`src/design/b64c_pkg.sv`:
```
// ----------------------------------------------------------------------------
// b64c_pkg
// Shared types, constants and alphabet functions of the Base64 codec.
// ----------------------------------------------------------------------------
package b64c_pkg;

    localparam logic [7:0] PAD_CHAR  = 8'h3D;   // '='
    localparam logic [6:0] BAD_INDEX = 7'd64;

    localparam int QDEPTH = 4;
    localparam int QPTR_W = $clog2(QDEPTH);

    typedef struct packed {
        logic [7:0] in_byte;
        logic       in_last;
    } t_in_item;

    typedef struct packed {
        logic [7:0] out_byte;
        logic       out_last;
    } t_out_item;

    typedef enum logic [1:0] {
        OP_ENC_FULL,
        OP_ENC_ONE,
        OP_ENC_TWO,
        OP_DEC
    } t_op;

    // One group ready for output: raw bytes (encode) or indices (decode)
    typedef struct packed {
        t_op        op;
        logic [7:0] d0;
        logic [7:0] d1;
        logic [7:0] d2;
        logic [7:0] d3;
    } t_job;

    typedef struct packed {
        logic full;
        logic empty;
    } t_qstat;

    function automatic logic [7:0] b64_char(input logic [5:0] idx);
        logic [7:0] c;
        c = 8'd47;
        if (idx < 6'd26) begin
            c = 8'd65 + {2'b00, idx};
        end else if (idx < 6'd52) begin
            c = 8'd71 + {2'b00, idx};
        end else if (idx < 6'd62) begin
            c = {2'b00, idx} - 8'd4;
        end else if (idx == 6'd62) begin
            c = 8'd43;
        end
        return c;
    endfunction

    function automatic logic [6:0] b64_index(input logic [7:0] c);
        logic [6:0] k;
        k = BAD_INDEX;
        if (c >= 8'd65 && c <= 8'd90) begin
            k = 7'(c - 8'd65);
        end else if (c >= 8'd97 && c <= 8'd122) begin
            k = 7'(c - 8'd71);
        end else if (c >= 8'd48 && c <= 8'd57) begin
            k = 7'(c + 8'd4);
        end else if (c == 8'd43) begin
            k = 7'd62;
        end else if (c == 8'd47) begin
            k = 7'd63;
        end
        return k;
    endfunction

endpackage

```
`src/design/b64c_front.sv`:
```
// ----------------------------------------------------------------------------
// b64c_front
// Accepts input items, gathers groups and queues one job per finished group.
// ----------------------------------------------------------------------------
module b64c_front (
    input  logic               i_clk,
    input  logic               i_rst_n,
    input  logic               i_cfg_we,
    input  logic               i_cfg_data,
    input  logic               i_in_valid,
    input  b64c_pkg::t_in_item i_in_item,
    output logic               o_in_stall,
    input  b64c_pkg::t_qstat   i_qstat,
    output logic               o_push,
    output b64c_pkg::t_job     o_job
);
    import b64c_pkg::*;

    logic       r_mode;
    logic [1:0] r_count;
    logic [1:0] n_count;
    logic [7:0] r_hold [3];
    logic [7:0] n_hold [3];
    logic       accept;
    logic [6:0] k;
    logic [7:0] b;

    assign o_in_stall = i_qstat.full;
    assign accept     = i_in_valid && !i_qstat.full;
    assign b          = i_in_item.in_byte;
    assign k          = b64_index(b);

    always_comb begin
        n_count = r_count;
        n_hold  = r_hold;
        o_push  = 1'b0;
        o_job   = '{op: OP_ENC_FULL, d0: r_hold[0], d1: r_hold[1], d2: b, d3: 8'd0};
        if (accept) begin
            if (!r_mode) begin
                if (r_count == 2'd2) begin
                    o_push  = 1'b1;
                    n_count = 2'd0;
                end else begin
                    n_hold[r_count[0]] = b;
                    n_count = r_count + 2'd1;
                    if (i_in_item.in_last) begin
                        o_push = 1'b1;
                        if (r_count == 2'd0) begin
                            o_job.op = OP_ENC_ONE;
                            o_job.d0 = b;
                        end else begin
                            o_job.op = OP_ENC_TWO;
                            o_job.d1 = b;
                        end
                    end
                end
            end else begin
                if (r_count == 2'd3) begin
                    o_push   = 1'b1;
                    o_job.op = OP_DEC;
                    o_job.d2 = r_hold[2];
                    o_job.d3 = {1'b0, k};
                    n_count  = 2'd0;
                end else begin
                    n_hold[r_count] = {1'b0, k};
                    n_count = r_count + 2'd1;
                end
            end
            // a final item always closes the group
            if (i_in_item.in_last) begin
                n_count = 2'd0;
            end
        end
    end

    always_ff @(posedge i_clk) begin
        if (!i_rst_n) begin
            r_mode  <= 1'b0;
            r_count <= 2'd0;
        end else if (i_cfg_we) begin
            r_mode  <= i_cfg_data;
            r_count <= 2'd0;
        end else begin
            r_count <= n_count;
        end
    end

    always_ff @(posedge i_clk) begin
        r_hold <= n_hold;
    end

    a_push_on_accept: assert property (@(posedge i_clk) disable iff (!i_rst_n)
        o_push |-> accept)
        else $error("job pushed without an accepted item");
    a_enc_count: assert property (@(posedge i_clk) disable iff (!i_rst_n)
        (!r_mode && !$past(i_cfg_we)) |-> (r_count != 2'd3))
        else $error("encode group count out of range");
    a_last_clears: assert property (@(posedge i_clk) disable iff (!i_rst_n)
        (accept && i_in_item.in_last && !i_cfg_we) |=> (r_count == 2'd0))
        else $error("group not cleared after final item");

endmodule

```
`src/design/b64c_queue.sv`:
```
// ----------------------------------------------------------------------------
// b64c_queue
// Short job queue between the front and back parts.
// ----------------------------------------------------------------------------
module b64c_queue (
    input  logic             i_clk,
    input  logic             i_rst_n,
    input  logic             i_push,
    input  b64c_pkg::t_job   i_job,
    input  logic             i_pop,
    output b64c_pkg::t_job   o_head,
    output b64c_pkg::t_qstat o_qstat
);
    import b64c_pkg::*;

    t_job              r_mem [QDEPTH];
    logic [QPTR_W-1:0] r_wr_ptr;
    logic [QPTR_W-1:0] r_rd_ptr;
    logic [QPTR_W:0]   r_count;
    logic [QPTR_W:0]   n_count;

    assign o_head        = r_mem[r_rd_ptr];
    assign o_qstat.full  = (r_count == (QPTR_W + 1)'(QDEPTH));
    assign o_qstat.empty = (r_count == '0);

    always_comb begin
        n_count = r_count;
        if (i_push && !i_pop) begin
            n_count = r_count + 1'b1;
        end else if (!i_push && i_pop) begin
            n_count = r_count - 1'b1;
        end
    end

    always_ff @(posedge i_clk) begin
        if (!i_rst_n) begin
            r_wr_ptr <= '0;
            r_rd_ptr <= '0;
            r_count  <= '0;
        end else begin
            r_count <= n_count;
            if (i_push) begin
                r_wr_ptr <= r_wr_ptr + 1'b1;
            end
            if (i_pop) begin
                r_rd_ptr <= r_rd_ptr + 1'b1;
            end
        end
    end

    always_ff @(posedge i_clk) begin
        if (i_push) begin
            r_mem[r_wr_ptr] <= i_job;
        end
    end

    a_no_overflow: assert property (@(posedge i_clk) disable iff (!i_rst_n)
        i_push |-> !o_qstat.full)
        else $error("push into full queue");
    a_no_underflow: assert property (@(posedge i_clk) disable iff (!i_rst_n)
        i_pop |-> !o_qstat.empty)
        else $error("pop from empty queue");
    a_count_bound: assert property (@(posedge i_clk) disable iff (!i_rst_n)
        r_count <= (QPTR_W + 1)'(QDEPTH))
        else $error("queue count out of range");

endmodule

```
`src/design/b64c_back.sv`:
```
// ----------------------------------------------------------------------------
// b64c_back
// Expands the job at the queue head into result items, one per cycle while the output is not stalled.
// ----------------------------------------------------------------------------
module b64c_back (
    input  logic                i_clk,
    input  logic                i_rst_n,
    input  b64c_pkg::t_job      i_job,
    input  b64c_pkg::t_qstat    i_qstat,
    output logic                o_pop,
    output logic                o_out_valid,
    output b64c_pkg::t_out_item o_out_item,
    input  logic                i_out_stall
);
    import b64c_pkg::*;

    logic       r_out_valid;
    t_out_item  r_out;
    logic [1:0] r_step;
    logic [1:0] n_step;
    logic [1:0] last_step;
    logic       slot_last;
    logic       load;
    logic [7:0] slot_byte;
    logic [7:0] dec_b1;
    logic [7:0] dec_b2;
    logic [7:0] dec_b3;
    logic       i2_ok;
    logic       k_ok;

    // decoded bytes wrap to eight bits, bad indices still feed the sums
    assign dec_b1 = {i_job.d0[5:0], 2'b00} + {5'd0, i_job.d1[6:4]};
    assign dec_b2 = {i_job.d1[3:0], 4'd0} + {3'd0, i_job.d2[6:2]};
    assign dec_b3 = {i_job.d2[1:0], 6'd0} + i_job.d3;
    assign i2_ok  = (i_job.d2[6:0] != BAD_INDEX);
    assign k_ok   = (i_job.d3[6:0] != BAD_INDEX);

    always_comb begin
        last_step = 2'd3;
        slot_byte = PAD_CHAR;
        case (i_job.op)
            OP_ENC_FULL: begin
                case (r_step)
                    2'd0:    slot_byte = b64_char(i_job.d0[7:2]);
                    2'd1:    slot_byte = b64_char({i_job.d0[1:0], i_job.d1[7:4]});
                    2'd2:    slot_byte = b64_char({i_job.d1[3:0], i_job.d2[7:6]});
                    default: slot_byte = b64_char(i_job.d2[5:0]);
                endcase
            end
            OP_ENC_ONE: begin
                case (r_step)
                    2'd0:    slot_byte = b64_char(i_job.d0[7:2]);
                    2'd1:    slot_byte = b64_char({i_job.d0[1:0], 4'd0});
                    default: slot_byte = PAD_CHAR;
                endcase
            end
            OP_ENC_TWO: begin
                case (r_step)
                    2'd0:    slot_byte = b64_char(i_job.d0[7:2]);
                    2'd1:    slot_byte = b64_char({i_job.d0[1:0], i_job.d1[7:4]});
                    2'd2:    slot_byte = b64_char({i_job.d1[3:0], 2'd0});
                    default: slot_byte = PAD_CHAR;
                endcase
            end
            OP_DEC: begin
                last_step = {1'b0, i2_ok} + {1'b0, k_ok};
                case (r_step)
                    2'd0:    slot_byte = dec_b1;
                    2'd1:    slot_byte = i2_ok ? dec_b2 : dec_b3;
                    default: slot_byte = dec_b3;
                endcase
            end
            default: begin
                slot_byte = PAD_CHAR;
            end
        endcase
    end

    assign slot_last = (r_step == last_step);
    assign load      = !r_out_valid || !i_out_stall;
    assign o_pop     = load && !i_qstat.empty && slot_last;
    assign n_step    = slot_last ? 2'd0 : r_step + 2'd1;

    always_ff @(posedge i_clk) begin
        if (!i_rst_n) begin
            r_out_valid <= 1'b0;
            r_step      <= 2'd0;
        end else if (load) begin
            r_out_valid <= !i_qstat.empty;
            if (!i_qstat.empty) begin
                r_step <= n_step;
            end
        end
    end

    always_ff @(posedge i_clk) begin
        if (load && !i_qstat.empty) begin
            r_out <= '{out_byte: slot_byte, out_last: slot_last};
        end
    end

    assign o_out_valid = r_out_valid;
    assign o_out_item  = r_out;

    a_step_has_job: assert property (@(posedge i_clk) disable iff (!i_rst_n)
        (r_step != 2'd0) |-> !i_qstat.empty)
        else $error("mid-job step with empty queue");
    a_step_bound: assert property (@(posedge i_clk) disable iff (!i_rst_n)
        !i_qstat.empty |-> (r_step <= last_step))
        else $error("step beyond the job's last result");
    a_pop_marks_last: assert property (@(posedge i_clk) disable iff (!i_rst_n)
        o_pop |=> (r_out_valid && r_out.out_last))
        else $error("job retired without a final result");

endmodule

```
`src/design/base64_codec_top.sv`:
```
// ----------------------------------------------------------------------------
// base64_codec_top
// Base64 encoder and decoder for one message, mode chosen by register.
// ----------------------------------------------------------------------------
// Input channel: i_in_valid, i_in_item (byte and last marker), o_in_stall.
// Output channel: o_out_valid, o_out_item (byte and last marker), i_out_stall.
// A transfer happens at a clock edge with valid high and stall low.
// Mode register: i_cfg_data is written when i_cfg_we is high; 0 encodes,
// 1 decodes. A write drops any partial group; write only while idle.
// Encode: three bytes give four characters; a final item closes a partial
// group with '=' padding. Decode: four characters give one to three bytes;
// an incomplete final group is dropped. out_last flags the final result
// of each group.
// The input transfer that completes a group writes a job into the queue, and
// its first result then passes through the output register. Input is taken
// every cycle while the job queue (four groups) has room; the back part sends
// one result per cycle while the receiver does not stall.
// Reset clears the mode to encode, the group and the queue.
// A stalled receiver holds the output register; the queue absorbs groups
// until full, then o_in_stall rises.
// ----------------------------------------------------------------------------
module base64_codec_top (
    input  logic                i_clk,
    input  logic                i_rst_n,
    input  logic                i_cfg_we,
    input  logic                i_cfg_data,
    input  logic                i_in_valid,
    input  b64c_pkg::t_in_item  i_in_item,
    output logic                o_in_stall,
    output logic                o_out_valid,
    output b64c_pkg::t_out_item o_out_item,
    input  logic                i_out_stall
);
    import b64c_pkg::*;

    t_qstat qstat;
    t_job   push_job;
    t_job   head_job;
    logic   push;
    logic   pop;

    b64c_front u_front (
        .i_clk      (i_clk),
        .i_rst_n    (i_rst_n),
        .i_cfg_we   (i_cfg_we),
        .i_cfg_data (i_cfg_data),
        .i_in_valid (i_in_valid),
        .i_in_item  (i_in_item),
        .o_in_stall (o_in_stall),
        .i_qstat    (qstat),
        .o_push     (push),
        .o_job      (push_job)
    );

    b64c_queue u_queue (
        .i_clk   (i_clk),
        .i_rst_n (i_rst_n),
        .i_push  (push),
        .i_job   (push_job),
        .i_pop   (pop),
        .o_head  (head_job),
        .o_qstat (qstat)
    );

    b64c_back u_back (
        .i_clk       (i_clk),
        .i_rst_n     (i_rst_n),
        .i_job       (head_job),
        .i_qstat     (qstat),
        .o_pop       (pop),
        .o_out_valid (o_out_valid),
        .o_out_item  (o_out_item),
        .i_out_stall (i_out_stall)
    );

endmodule

```
`config.mk`:
```
export PLATFORM = sky130hd
export DESIGN_NAME = base64_codec_top
export DESIGN_NICKNAME = d
export VERILOG_FILES = /design/src/design/b64c_pkg.sv /design/src/design/b64c_front.sv /design/src/design/b64c_queue.sv /design/src/design/b64c_back.sv /design/src/design/base64_codec_top.sv
export SDC_FILE = /design/constraint.sdc
export NUM_CORES = 1
export LEC_CHECK = 0
export ABC_CLOCK_PERIOD_IN_PS = 13880
export BUFFER_PORTS_ARGS = -buffer_cell sky130_fd_sc_hd__buf_2
export CAP_MARGIN = 20
export CORE_MARGIN = 3
export CORE_UTILIZATION = 57
export DETAILED_ROUTE_END_ITERATION = 16
export PLACE_DENSITY = 0.71
export RECOVER_POWER = 100
export SLEW_MARGIN = 10
export SYNTH_ARGS = -nofsm -noshare
export SYNTH_HDL_FRONTEND = slang
export SYNTH_SLANG_ARGS = --single-unit
```
`constraint.sdc`:
```
create_clock -name i_clk -period 13.88 [get_ports i_clk]
set_clock_uncertainty 0.15 [all_clocks]
set_input_delay 2.082 -clock i_clk [delete_from_list [all_inputs] [get_ports i_clk]]
set_output_delay 2.082 -clock i_clk [all_outputs]
set_load 0.02 [all_outputs]
```
==> run summary, run 1 <==
status: complete, but fails checks
violated checks: max-capacitance violations, max-slew violations
fin crit share: 49.5%
starting density of the core: 58.3%
Clock Power Share: 35.2%
PD cells: 131 nW/um^2
post-CTS sizing: 0
Placement Cell Area: 10300 sq um
Switch Pwr: 0.415 mW
Pwr Total: 1.43 mW
CTS root buf: clkbuf_16
gpl congestion: 0.957
Hold-fix buffers, CTS: 0
RSZ-0062 raised after global routing: no
WP data required: 14.07 ns
cells after synthesis: 855
fin crit period: 6.88 ns
Final TNS setup: 0 ns
leak pwr: 3.75 nW
Final Slew Violations: 171
core area: 17400 sq um
Final setup viols: 0
busiest grt layer: met2
Int Pwr: 1.01 mW
Site Rows: 48
average wire per standard cell: 21.9 microns
met3 Track Usage GR: 4.86%
Distinct cells, synth: 80
global-route wire length before repair: 38100 microns
critical path type: flip-flop to flip-flop
IO buf count: 25
crit end category: flip-flop
crit-path max FO: 27
post-synthesis cell area: 10100 sq um
CP delay by family, top: buffers and inverters
initial antenna violation count: 0
CTS tree: done
area occupied by multi-input gates: 4480 sq um
nets@finish: 929
ANT nets after route: 0
vias per cell: 6.45
Worst-path clk slew: 0.07 ns
DRT iter0 DRCs: 585
CP cell instances: clkbuf_1 > mux4_2 > inv_1 > ha_1 > nand2_1 > or4b_1 > ha_1 > nor4b_1 > nor2_1 > o32ai_1 > nand2_1 > ha_1 > inv_1 > fa_1 > xor2_1 > or3_1 > a21boi_0
Slowest-stage cell, CP: clkbuf_1
most frequent cells in the layout: 164 x edfxtp_1, 83 x nand2_1, 55 x nor2_1, 52 x o21ai_0, 52 x ha_1
CP most frequent cell: ha_1
TritonRoute pass-1 iters: 7
clock net sink count: 179
Post-synth EDFFs: 164
sw frac: 29.1%
Register Area: 5230 sq um
CP startpoint kind: flip-flop
Max clock buf depth: 2
max cap viols: 6
maximum clock frequency: 145 MHz
yosys synthesis warning count: 0
total CTS buffers: 17
Net Count, Synth: 923
die area: 19400 sq um
vias in the first global route: 6868
Comb power frac: 20.2%
Worst-Skew Late Latency: 0.42 ns
fill cell count: 1345
Worst Hold Class: flip-flop to flip-flop
Die H: 139 microns
Flop pwr share: 44.6%
Ports: 26
cells on worst reg2reg path: 17
Residual DRC: 0
post-route cell area: 10900 sq um
worst relative slew slack: -52.4%
# H-tree levels: 4
largest net degree at the start of global routing: 34
Synth Flop Type: edfxtp_1
DRT Wirelength: 24000 microns
Seq/Total Area, Yosys: 51.7%
All-Layer GR Usage: 25.1%
Worst VDD drop: 0.0999 mV
ant diodes: 0
commonest non-fill, non-tap cell in the layout: edfxtp_1
Arr. time, crit path: 7.07 ns
worst-margin pin slew: 2.29 ns
GR Util met1: 34.6%
Vias: 7091
met2 usage: 41.2%
final hold slack: 0.332 ns
RR Endpoint: u_queue.r_count[2]$_SDFFE_PN0P_
async set-reset flop share out of synthesis: 0%
chip width: 139 microns
area delta synth->final: 7.86%
Detail Placement HPWL: 17100 microns
syn avg cell area: 11.8 sq um
CP endpoint: u_queue.r_count[2]$_SDFFE_PN0P_
fraction of layout cells with a size suffix above 1: 9.95%
WP buf/inv: 3
GRT Residual Overflow: 0
endpoints failing hold: 0
Seq cells post-synth: 179
Register-to-Register Setup Slack: 7.00 ns
critical path's largest stage delay: 1.67 ns
post-CTS setup buffer count: 0
Crit path depth: 17
[registers in the layout (all words and copies together) (netlist names), 2 cells and up, named ones only]
signal	count
u_back.r_step	2
u_queue.r_count	3
u_back.o_out_item	9
u_front.r_count	2
u_front.r_hold	23
u_queue.r_mem	132
u_queue.r_rd_ptr	2
u_queue.r_wr_ptr	2
[cell type report]
class / count / area share [%]
Clock inverter: 15 / 1.79
Inverter: 44 / 1.51
Clock buffer: 17 / 3.90
Tap cell: 225 / 2.58
Sequential cell: 179 / 47.9
Multi-Input combinational cell: 588 / 41.1
Timing Repair Buffer: 31 / 1.20
[metal layers]
metal | up-vias | share of wire (%)
met2 | 323 | 48
met3 | 35 | 6.6
li1 | 3235 | -
met1 | 3498 | 43
met4 | 0 | 1.8
met5 | - | 0
[power groups by stage]
stage	registers [mW]	clock network [mW]	logic, mW
after floorplan	0.655	0	0.198
after global placement	0.645	0	0.281
after detailed placement	0.647	0	0.287
after CTS	0.635	0.506	0.288
after global routing	0.639	0.533	0.312
final	0.636	0.502	0.288
[stage by stage]
stage / utilization (%) / std cells / setup slack, ns
floorplan: - / 855 / 9.01
CTS: 63.2 / 1099 / 8.57
finish: 62.8 / 1099 / 7.00
global route: 62.8 / 1099 / 6.32
detailed placement: 59.6 / 1067 / 8.59
global placement: 59.6 / 1067 / 8.77
[synth_stat cells (all sizes together) (17+ instances only)]
library cell  number  area (sq um)
nor2              55           206
xnor2             24           210
o21ai             54           270
nand2             83           312
inv               44           165
clkbuf            30           113
mux2              17           199
nor3              21           110
nand3             19          95.1
edfxtp           164          4920
ha                52           651
mux4              33           747
a21oi             39           210
[logic make-up after synthesis]
kind of cell / Yosys count / synth area share (%)
simple gates: 254 / 12.3
compound gates: 189 / 12.4
flops: 179 / 51.7
buf+inv: 88 / 3.79
mux: 63 / 10.6
fa+ha+maj: 53 / 6.63
xor+xnor: 29 / 2.51
[worst register-to-register path: stages, from the launching register on]
cell      delay (ns)
dfxtp_1         0.61
clkbuf_1        1.68
mux4_2          0.81
inv_1           0.15
ha_1            0.20
nand2_1         0.06
or4b_1          0.73
ha_1            0.43
nor4b_1         0.29
nor2_1          0.09
o32ai_1         0.33
nand2_1         0.21
ha_1            0.25
inv_1           0.07
fa_1            0.18
xor2_1          0.08
or3_1           0.30
a21boi_0        0.19
[how the worst min path moves through the flow]
stage / startpoint / endpoint / slack (ns) / cells past startpoint
floorplan: u_queue.r_count[2]$_SDFFE_PN0P_ / u_queue.r_count[2]$_SDFFE_PN0P_ / 0.32 / 2
global route: u_back.o_out_valid$_SDFFE_PN0N_ / u_back.o_out_valid$_SDFFE_PN0N_ / 0.39 / 2
finish: u_back.o_out_valid$_SDFFE_PN0N_ / u_back.o_out_valid$_SDFFE_PN0N_ / 0.33 / 2
CTS: u_back.o_out_valid$_SDFFE_PN0N_ / u_back.o_out_valid$_SDFFE_PN0N_ / 0.33 / 2
global placement: u_back.o_out_valid$_SDFFE_PN0N_ / u_back.o_out_valid$_SDFFE_PN0N_ / 0.31 / 2
detailed placement: u_back.o_out_valid$_SDFFE_PN0N_ / u_back.o_out_valid$_SDFFE_PN0N_ / 0.32 / 2
Note: power is estimated with default switching activity, not from simulation.
==> run 2, diff against run 1 <==
--- a/config.mk
+++ b/config.mk
@@ -5,7 +5,7 @@
 export SDC_FILE = /design/constraint.sdc
 export NUM_CORES = 1
 export LEC_CHECK = 0
-export ABC_CLOCK_PERIOD_IN_PS = 13880
+export ABC_CLOCK_PERIOD_IN_PS = 6650
 export BUFFER_PORTS_ARGS = -buffer_cell sky130_fd_sc_hd__buf_2
 export CAP_MARGIN = 20
 export CORE_MARGIN = 3
==> constraint.sdc (replaced) <==
create_clock -name i_clk -period 6.65 [get_ports i_clk]
set_clock_uncertainty 0.15 [all_clocks]
set_input_delay 0.9975 -clock i_clk [delete_from_list [all_inputs] [get_ports i_clk]]
set_output_delay 0.9975 -clock i_clk [all_outputs]
set_load 0.02 [all_outputs]
==> run summary, run 2 (synthesized netlist as in run 1, its figures left out) <==
status: complete, but fails checks
violated checks: max-capacitance violations, max-slew violations
Final Slew Violations: 147
Residual DRC: 0
worst-margin pin slew: 2.12 ns
DRT Wirelength: 24400 microns
critical hold path startpoint: u_back.o_out_valid$_SDFFE_PN0N_
RSZ-0062 raised after global routing: no
die area: 19400 sq um
post-CTS setup buffer count: 0
post-route cell area: 10900 sq um
Site Rows: 48
initial antenna violation count: 0
maximum clock frequency: 187 MHz
Top reg by flops: u_queue.r_mem
max cap viols: 5
Worst-Skew Late Latency: 0.44 ns
# H-tree levels: 4
CP startpoint kind: flip-flop
PD cells: 272 nW/um^2
starting density of the core: 58.3%
RR Endpoint: u_queue.r_count[2]$_SDFFE_PN0P_
GRT Residual Overflow: 0
TritonRoute pass-1 iters: 5
Hold-fix buffers, CTS: 0
final core occ: 62.9%
Die H: 139 microns
commonest non-fill, non-tap cell in the layout: edfxtp_1
fin crit share: 80.5%
Placed Instances: 1067
WP data required: 6.85 ns
crit-path max FO: 11
vias per cell: 6.43
core area: 17400 sq um
Max clock buf depth: 2
Register-to-Register Setup Slack: 1.30 ns
Placement Cell Area: 10300 sq um
post-CTS sizing: 0
Worst Hold Class: flip-flop to flip-flop
nets@finish: 929
Arr. time, crit path: 5.56 ns
fin crit period: 5.35 ns
hold depth: 2
CTS tree: done
average wire per standard cell: 22.2 microns
global-route wire length before repair: 38600 microns
fraction of layout cells with a size suffix above 1: 10.1%
Worst VDD drop: 0.281 mV
chip width: 139 microns
ANT nets after route: 0
endpoints failing hold: 0
gpl congestion: 0.940
crit end category: flip-flop
hold worst-path end: u_back.o_out_valid$_SDFFE_PN0N_
Vias: 7072
most frequent cells in the layout: 164 x edfxtp_1, 83 x nand2_1, 55 x nor2_1, 52 x o21ai_0, 52 x ha_1
CTS root buf: clkbuf_16
clock net sink count: 179
IO buf count: 25
max reg flops: 132
DRT iter0 DRCs: 677
total CTS buffers: 17
Pwr Total: 2.97 mW
All-Layer GR Usage: 25.7%
cells on worst reg2reg path: 17
largest net degree at the start of global routing: 34
ant diodes: 0
worst relative slew slack: -44.7%
Worst-path clk slew: 0.07 ns
critical path type: flip-flop to flip-flop
leak pwr: 3.76 nW
Ports: 26
Detail Placement HPWL: 17100 microns
Final TNS setup: 0 ns
Final setup viols: 0
non-filler instance count after layout: 1099
vias in the first global route: 6808
area delta synth->final: 7.89%
## run 2: how the worst max path moves through the flow
stage | start | to | slack [ns] | cells past startpoint
floorplan | flip-flop | u_queue.r_count[2]$_SDFFE_PN0P_ | 1.78 | 22
global placement | flip-flop | u_queue.r_count[2]$_SDFFE_PN0P_ | 1.77 | 18
detailed placement | flip-flop | u_queue.r_count[2]$_SDFFE_PN0P_ | 1.57 | 18
CTS | flip-flop | u_queue.r_count[2]$_SDFFE_PN0P_ | 1.52 | 18
global route | flip-flop | u_queue.r_count[2]$_SDFFE_PN0P_ | 0.84 | 16
finish | flip-flop | u_queue.r_count[2]$_SDFFE_PN0P_ | 1.30 | 17
## run 2: final cells by class
cell class,instances,area [sq um]
Fill cell,1325,6440
Tap cell,225,282
Clock inverter,12,128
Inverter,44,165
Multi-Input combinational cell,588,4490
Sequential cell,179,5230
Clock buffer,20,489
Timing Repair Buffer,31,135
## run 2: stage by stage
step	hold WS, ns	setup WS [ns]
final	0.339	1.30
after global routing	0.388	0.844
after CTS	0.342	1.52
after detailed placement	0.330	1.57
after global placement	0.311	1.77
after floorplan	0.322	1.78
## run 2: where the power goes
group	total (mW)	internal [mW]	switching, mW	leakage [nW]
combinational	0.607	0.204	0.403	1.84
clock	1.03	0.584	0.447	0.302
sequential	1.33	1.30	0.0262	1.61
total	2.97	2.09	0.876	3.76
## run 2: worst max-delay path, stage by stage, from the launching register on
cell and delay [ns]:
dfxtp_1 0.79, mux4_2 0.69, inv_1 0.17, ha_1 0.21, nand2_1 0.06, or4b_1 0.78, ha_1 0.45, xor2_1 0.16
nor3_1 0.06, nor2_1 0.09, o32ai_1 0.16, nand2_1 0.16, ha_1 0.21, inv_1 0.07, fa_1 0.37, xor2_1 0.18
or3_1 0.31, a21boi_0 0.20
## run 2: routing by layer
layer	vias up	track usage, %	share of wire [%]
li1	3237	-	-
met1	3464	35.8	43
met3	52	4.07	6.3
met2	319	41.5	49
met5	-	0	0
met4	0	8.75	2.5
==> run 3, diff against run 2 <==
--- a/config.mk
+++ b/config.mk
@@ -5,13 +5,13 @@
 export SDC_FILE = /design/constraint.sdc
 export NUM_CORES = 1
 export LEC_CHECK = 0
-export ABC_CLOCK_PERIOD_IN_PS = 6650
+export ABC_CLOCK_PERIOD_IN_PS = 4800
 export BUFFER_PORTS_ARGS = -buffer_cell sky130_fd_sc_hd__buf_2
 export CAP_MARGIN = 20
 export CORE_MARGIN = 3
 export CORE_UTILIZATION = 57
 export DETAILED_ROUTE_END_ITERATION = 16
-export PLACE_DENSITY = 0.71
+export PLACE_DENSITY = 0.74
 export RECOVER_POWER = 100
 export SLEW_MARGIN = 10
 export SYNTH_ARGS = -nofsm -noshare
==> constraint.sdc (replaced) <==
create_clock -name i_clk -period 4.8 [get_ports i_clk]
set_clock_uncertainty 0.15 [all_clocks]
set_input_delay 0.72 -clock i_clk [delete_from_list [all_inputs] [get_ports i_clk]]
set_output_delay 0.72 -clock i_clk [all_outputs]
set_load 0.02 [all_outputs]
==> run summary, run 3 (synthesized netlist as in run 1, its figures left out) <==
area occupied by multi-input gates: 4510 sq um
ant diodes: 0
Flop pwr share: 45.9%
Final setup viols: 0
Register-to-Register Setup Slack: 0.38 ns
gpl congestion: 0.966
Residual DRC: 0
Hold-fix buffers, CTS: 0
nets@finish: 937
IO buf count: 25
fin crit period: 4.42 ns
maximum clock frequency: 226 MHz
DRT Wirelength: 24100 microns
die area: 19400 sq um
Comb power frac: 21.1%
worst slack, placed: 0.0377 ns
CTS tree: done
Worst Hold Class: flip-flop to flip-flop
crit end category: flip-flop
core area: 17400 sq um
endpoints failing hold: 0
PD cells: 366 nW/um^2
worst-margin pin slew: 2.17 ns
Int Pwr: 2.85 mW
chip width: 139 microns
GR Util met1: 34.6%
Register Area: 5230 sq um
max reg flops: 132
largest net degree at the start of global routing: 34
Placed Instances: 1070
Detail Placement HPWL: 17100 microns
average wire per standard cell: 21.8 microns
leak pwr: 3.79 nW
max cap viols: 4
Die H: 139 microns
busiest grt layer: met2
non-filler instance count after layout: 1107
Worst-path clk slew: 0.07 ns
Worst VDD drop: 0.361 mV
met3 Track Usage GR: 4.45%
crit-path max FO: 7
area delta synth->final: 8.33%
Clock Power Share: 33.0%
Ports: 26
CP startpoint kind: flip-flop
critical path type: flip-flop to flip-flop
WP data required: 4.99 ns
violated checks: max-capacitance violations, max-slew violations
# H-tree levels: 4
Arr. time, crit path: 4.61 ns
Switch Pwr: 1.16 mW
DRT iter0 DRCs: 677
Max clock buf depth: 2
TritonRoute pass-1 iters: 5
status: complete, but fails checks
GRT Residual Overflow: 0
Final Slew Violations: 136
fill cell count: 1314
clock net sink count: 179
Site Rows: 48
total CTS buffers: 17
RSZ-0062 raised after global routing: no
Final TNS setup: 0 ns
global-route wire length before repair: 38400 microns
worst relative slew slack: -44.6%
vias in the first global route: 6916
vias per cell: 6.38
met2 usage: 41.9%
initial antenna violation count: 0
worst setup margin: 0.384 ns
fraction of layout cells with a size suffix above 1: 11.6%
Worst-Skew Late Latency: 0.42 ns
Vias: 7066
final hold slack: 0.343 ns
fin crit share: 92.0%
ANT nets after route: 0
starting density of the core: 58.3%
sw frac: 28.9%
commonest non-fill, non-tap cell in the layout: edfxtp_1
Top reg by flops: u_queue.r_mem
most frequent cells in the layout: 164 x edfxtp_1, 83 x nand2_1, 55 x nor2_1, 52 x o21ai_0, 51 x ha_1
All-Layer GR Usage: 25.3%
CTS root buf: clkbuf_16
run 3: cell count changes in the layout (fill, tap and decap cells not counted), sizes merged:
| cell | before | now |
|---|---|---|
| inv | 52 | 47 |
| clkbuf | 40 | 41 |
| bufinv | 1 | 0 |
| clkinv | 2 | 5 |
| buf | 11 | 21 |
run 3: path summary, 6_finish.rpt:
check                                  startpoint  cells past startpoint                         endpoint
setup / recovery                        flip-flop                     17  u_queue.r_count[2]$_SDFFE_PN0P_
hold / removal    u_back.o_out_valid$_SDFFE_PN0N_                      2  u_back.o_out_valid$_SDFFE_PN0N_
setup reg to reg                        flip-flop                     17  u_queue.r_count[2]$_SDFFE_PN0P_
hold reg to reg   u_back.o_out_valid$_SDFFE_PN0N_                      2  u_back.o_out_valid$_SDFFE_PN0N_
run 3: critical path, cell delays in order, from the launching register on:
cell	delay, ns
dfxtp_4	0.43
mux4_2	0.55
inv_2	0.11
ha_1	0.19
nand2_1	0.07
or4b_4	0.56
ha_4	0.30
xor2_1	0.16
nor3_1	0.06
nor2_1	0.11
o32ai_2	0.13
nand2_1	0.17
ha_1	0.21
inv_1	0.07
fa_1	0.38
xor2_1	0.17
or3_1	0.30
a21boi_0	0.20
run 3: through the flow:
step                      util, %  power [mW]  cell area, sq um
final                        63.1        4.01             11000
after global routing         63.1        4.20             11000
after CTS                    63.1        4.03             10900
after detailed placement     59.8        2.71             10400
after global placement       59.8        2.69             10400
after floorplan                 -        2.47             10100
run 3: metal layers:
layer	part of all wire, %	vias up
li1	-	3246
met1	42	3472
met2	50	311
met3	6.0	37
met4	1.7	0
met5	0	-
run 3: power groups by stage:
stage                     combinational [mW]  sequential, mW  clock [mW]
after floorplan                        0.572            1.89           0
final                                  0.847            1.84        1.32
after detailed placement               0.842            1.87           0
after global routing                   0.925            1.85        1.42
after global placement                 0.827            1.87           0
after CTS                              0.846            1.84        1.35
run 3: timing repair:
action / 4_1_cts / 5_1_grt
setup buffers: 0 / 5
hold endpoints to repair: 0 / 0
resized for setup: 0 / 4
endpoints found under the setup margin: 0 / 2
run 3: final cells by class:
| type | instances | area share (%) |
|---|---|---|
| Inverter | 44 | 1.51 |
| Clock inverter | 9 | 0.605 |
| Sequential cell | 179 | 47.7 |
| Multi-Input combinational cell | 588 | 41.1 |
| Tap cell | 225 | 2.57 |
| Clock buffer | 23 | 4.66 |
| Timing Repair Buffer | 39 | 1.79 |
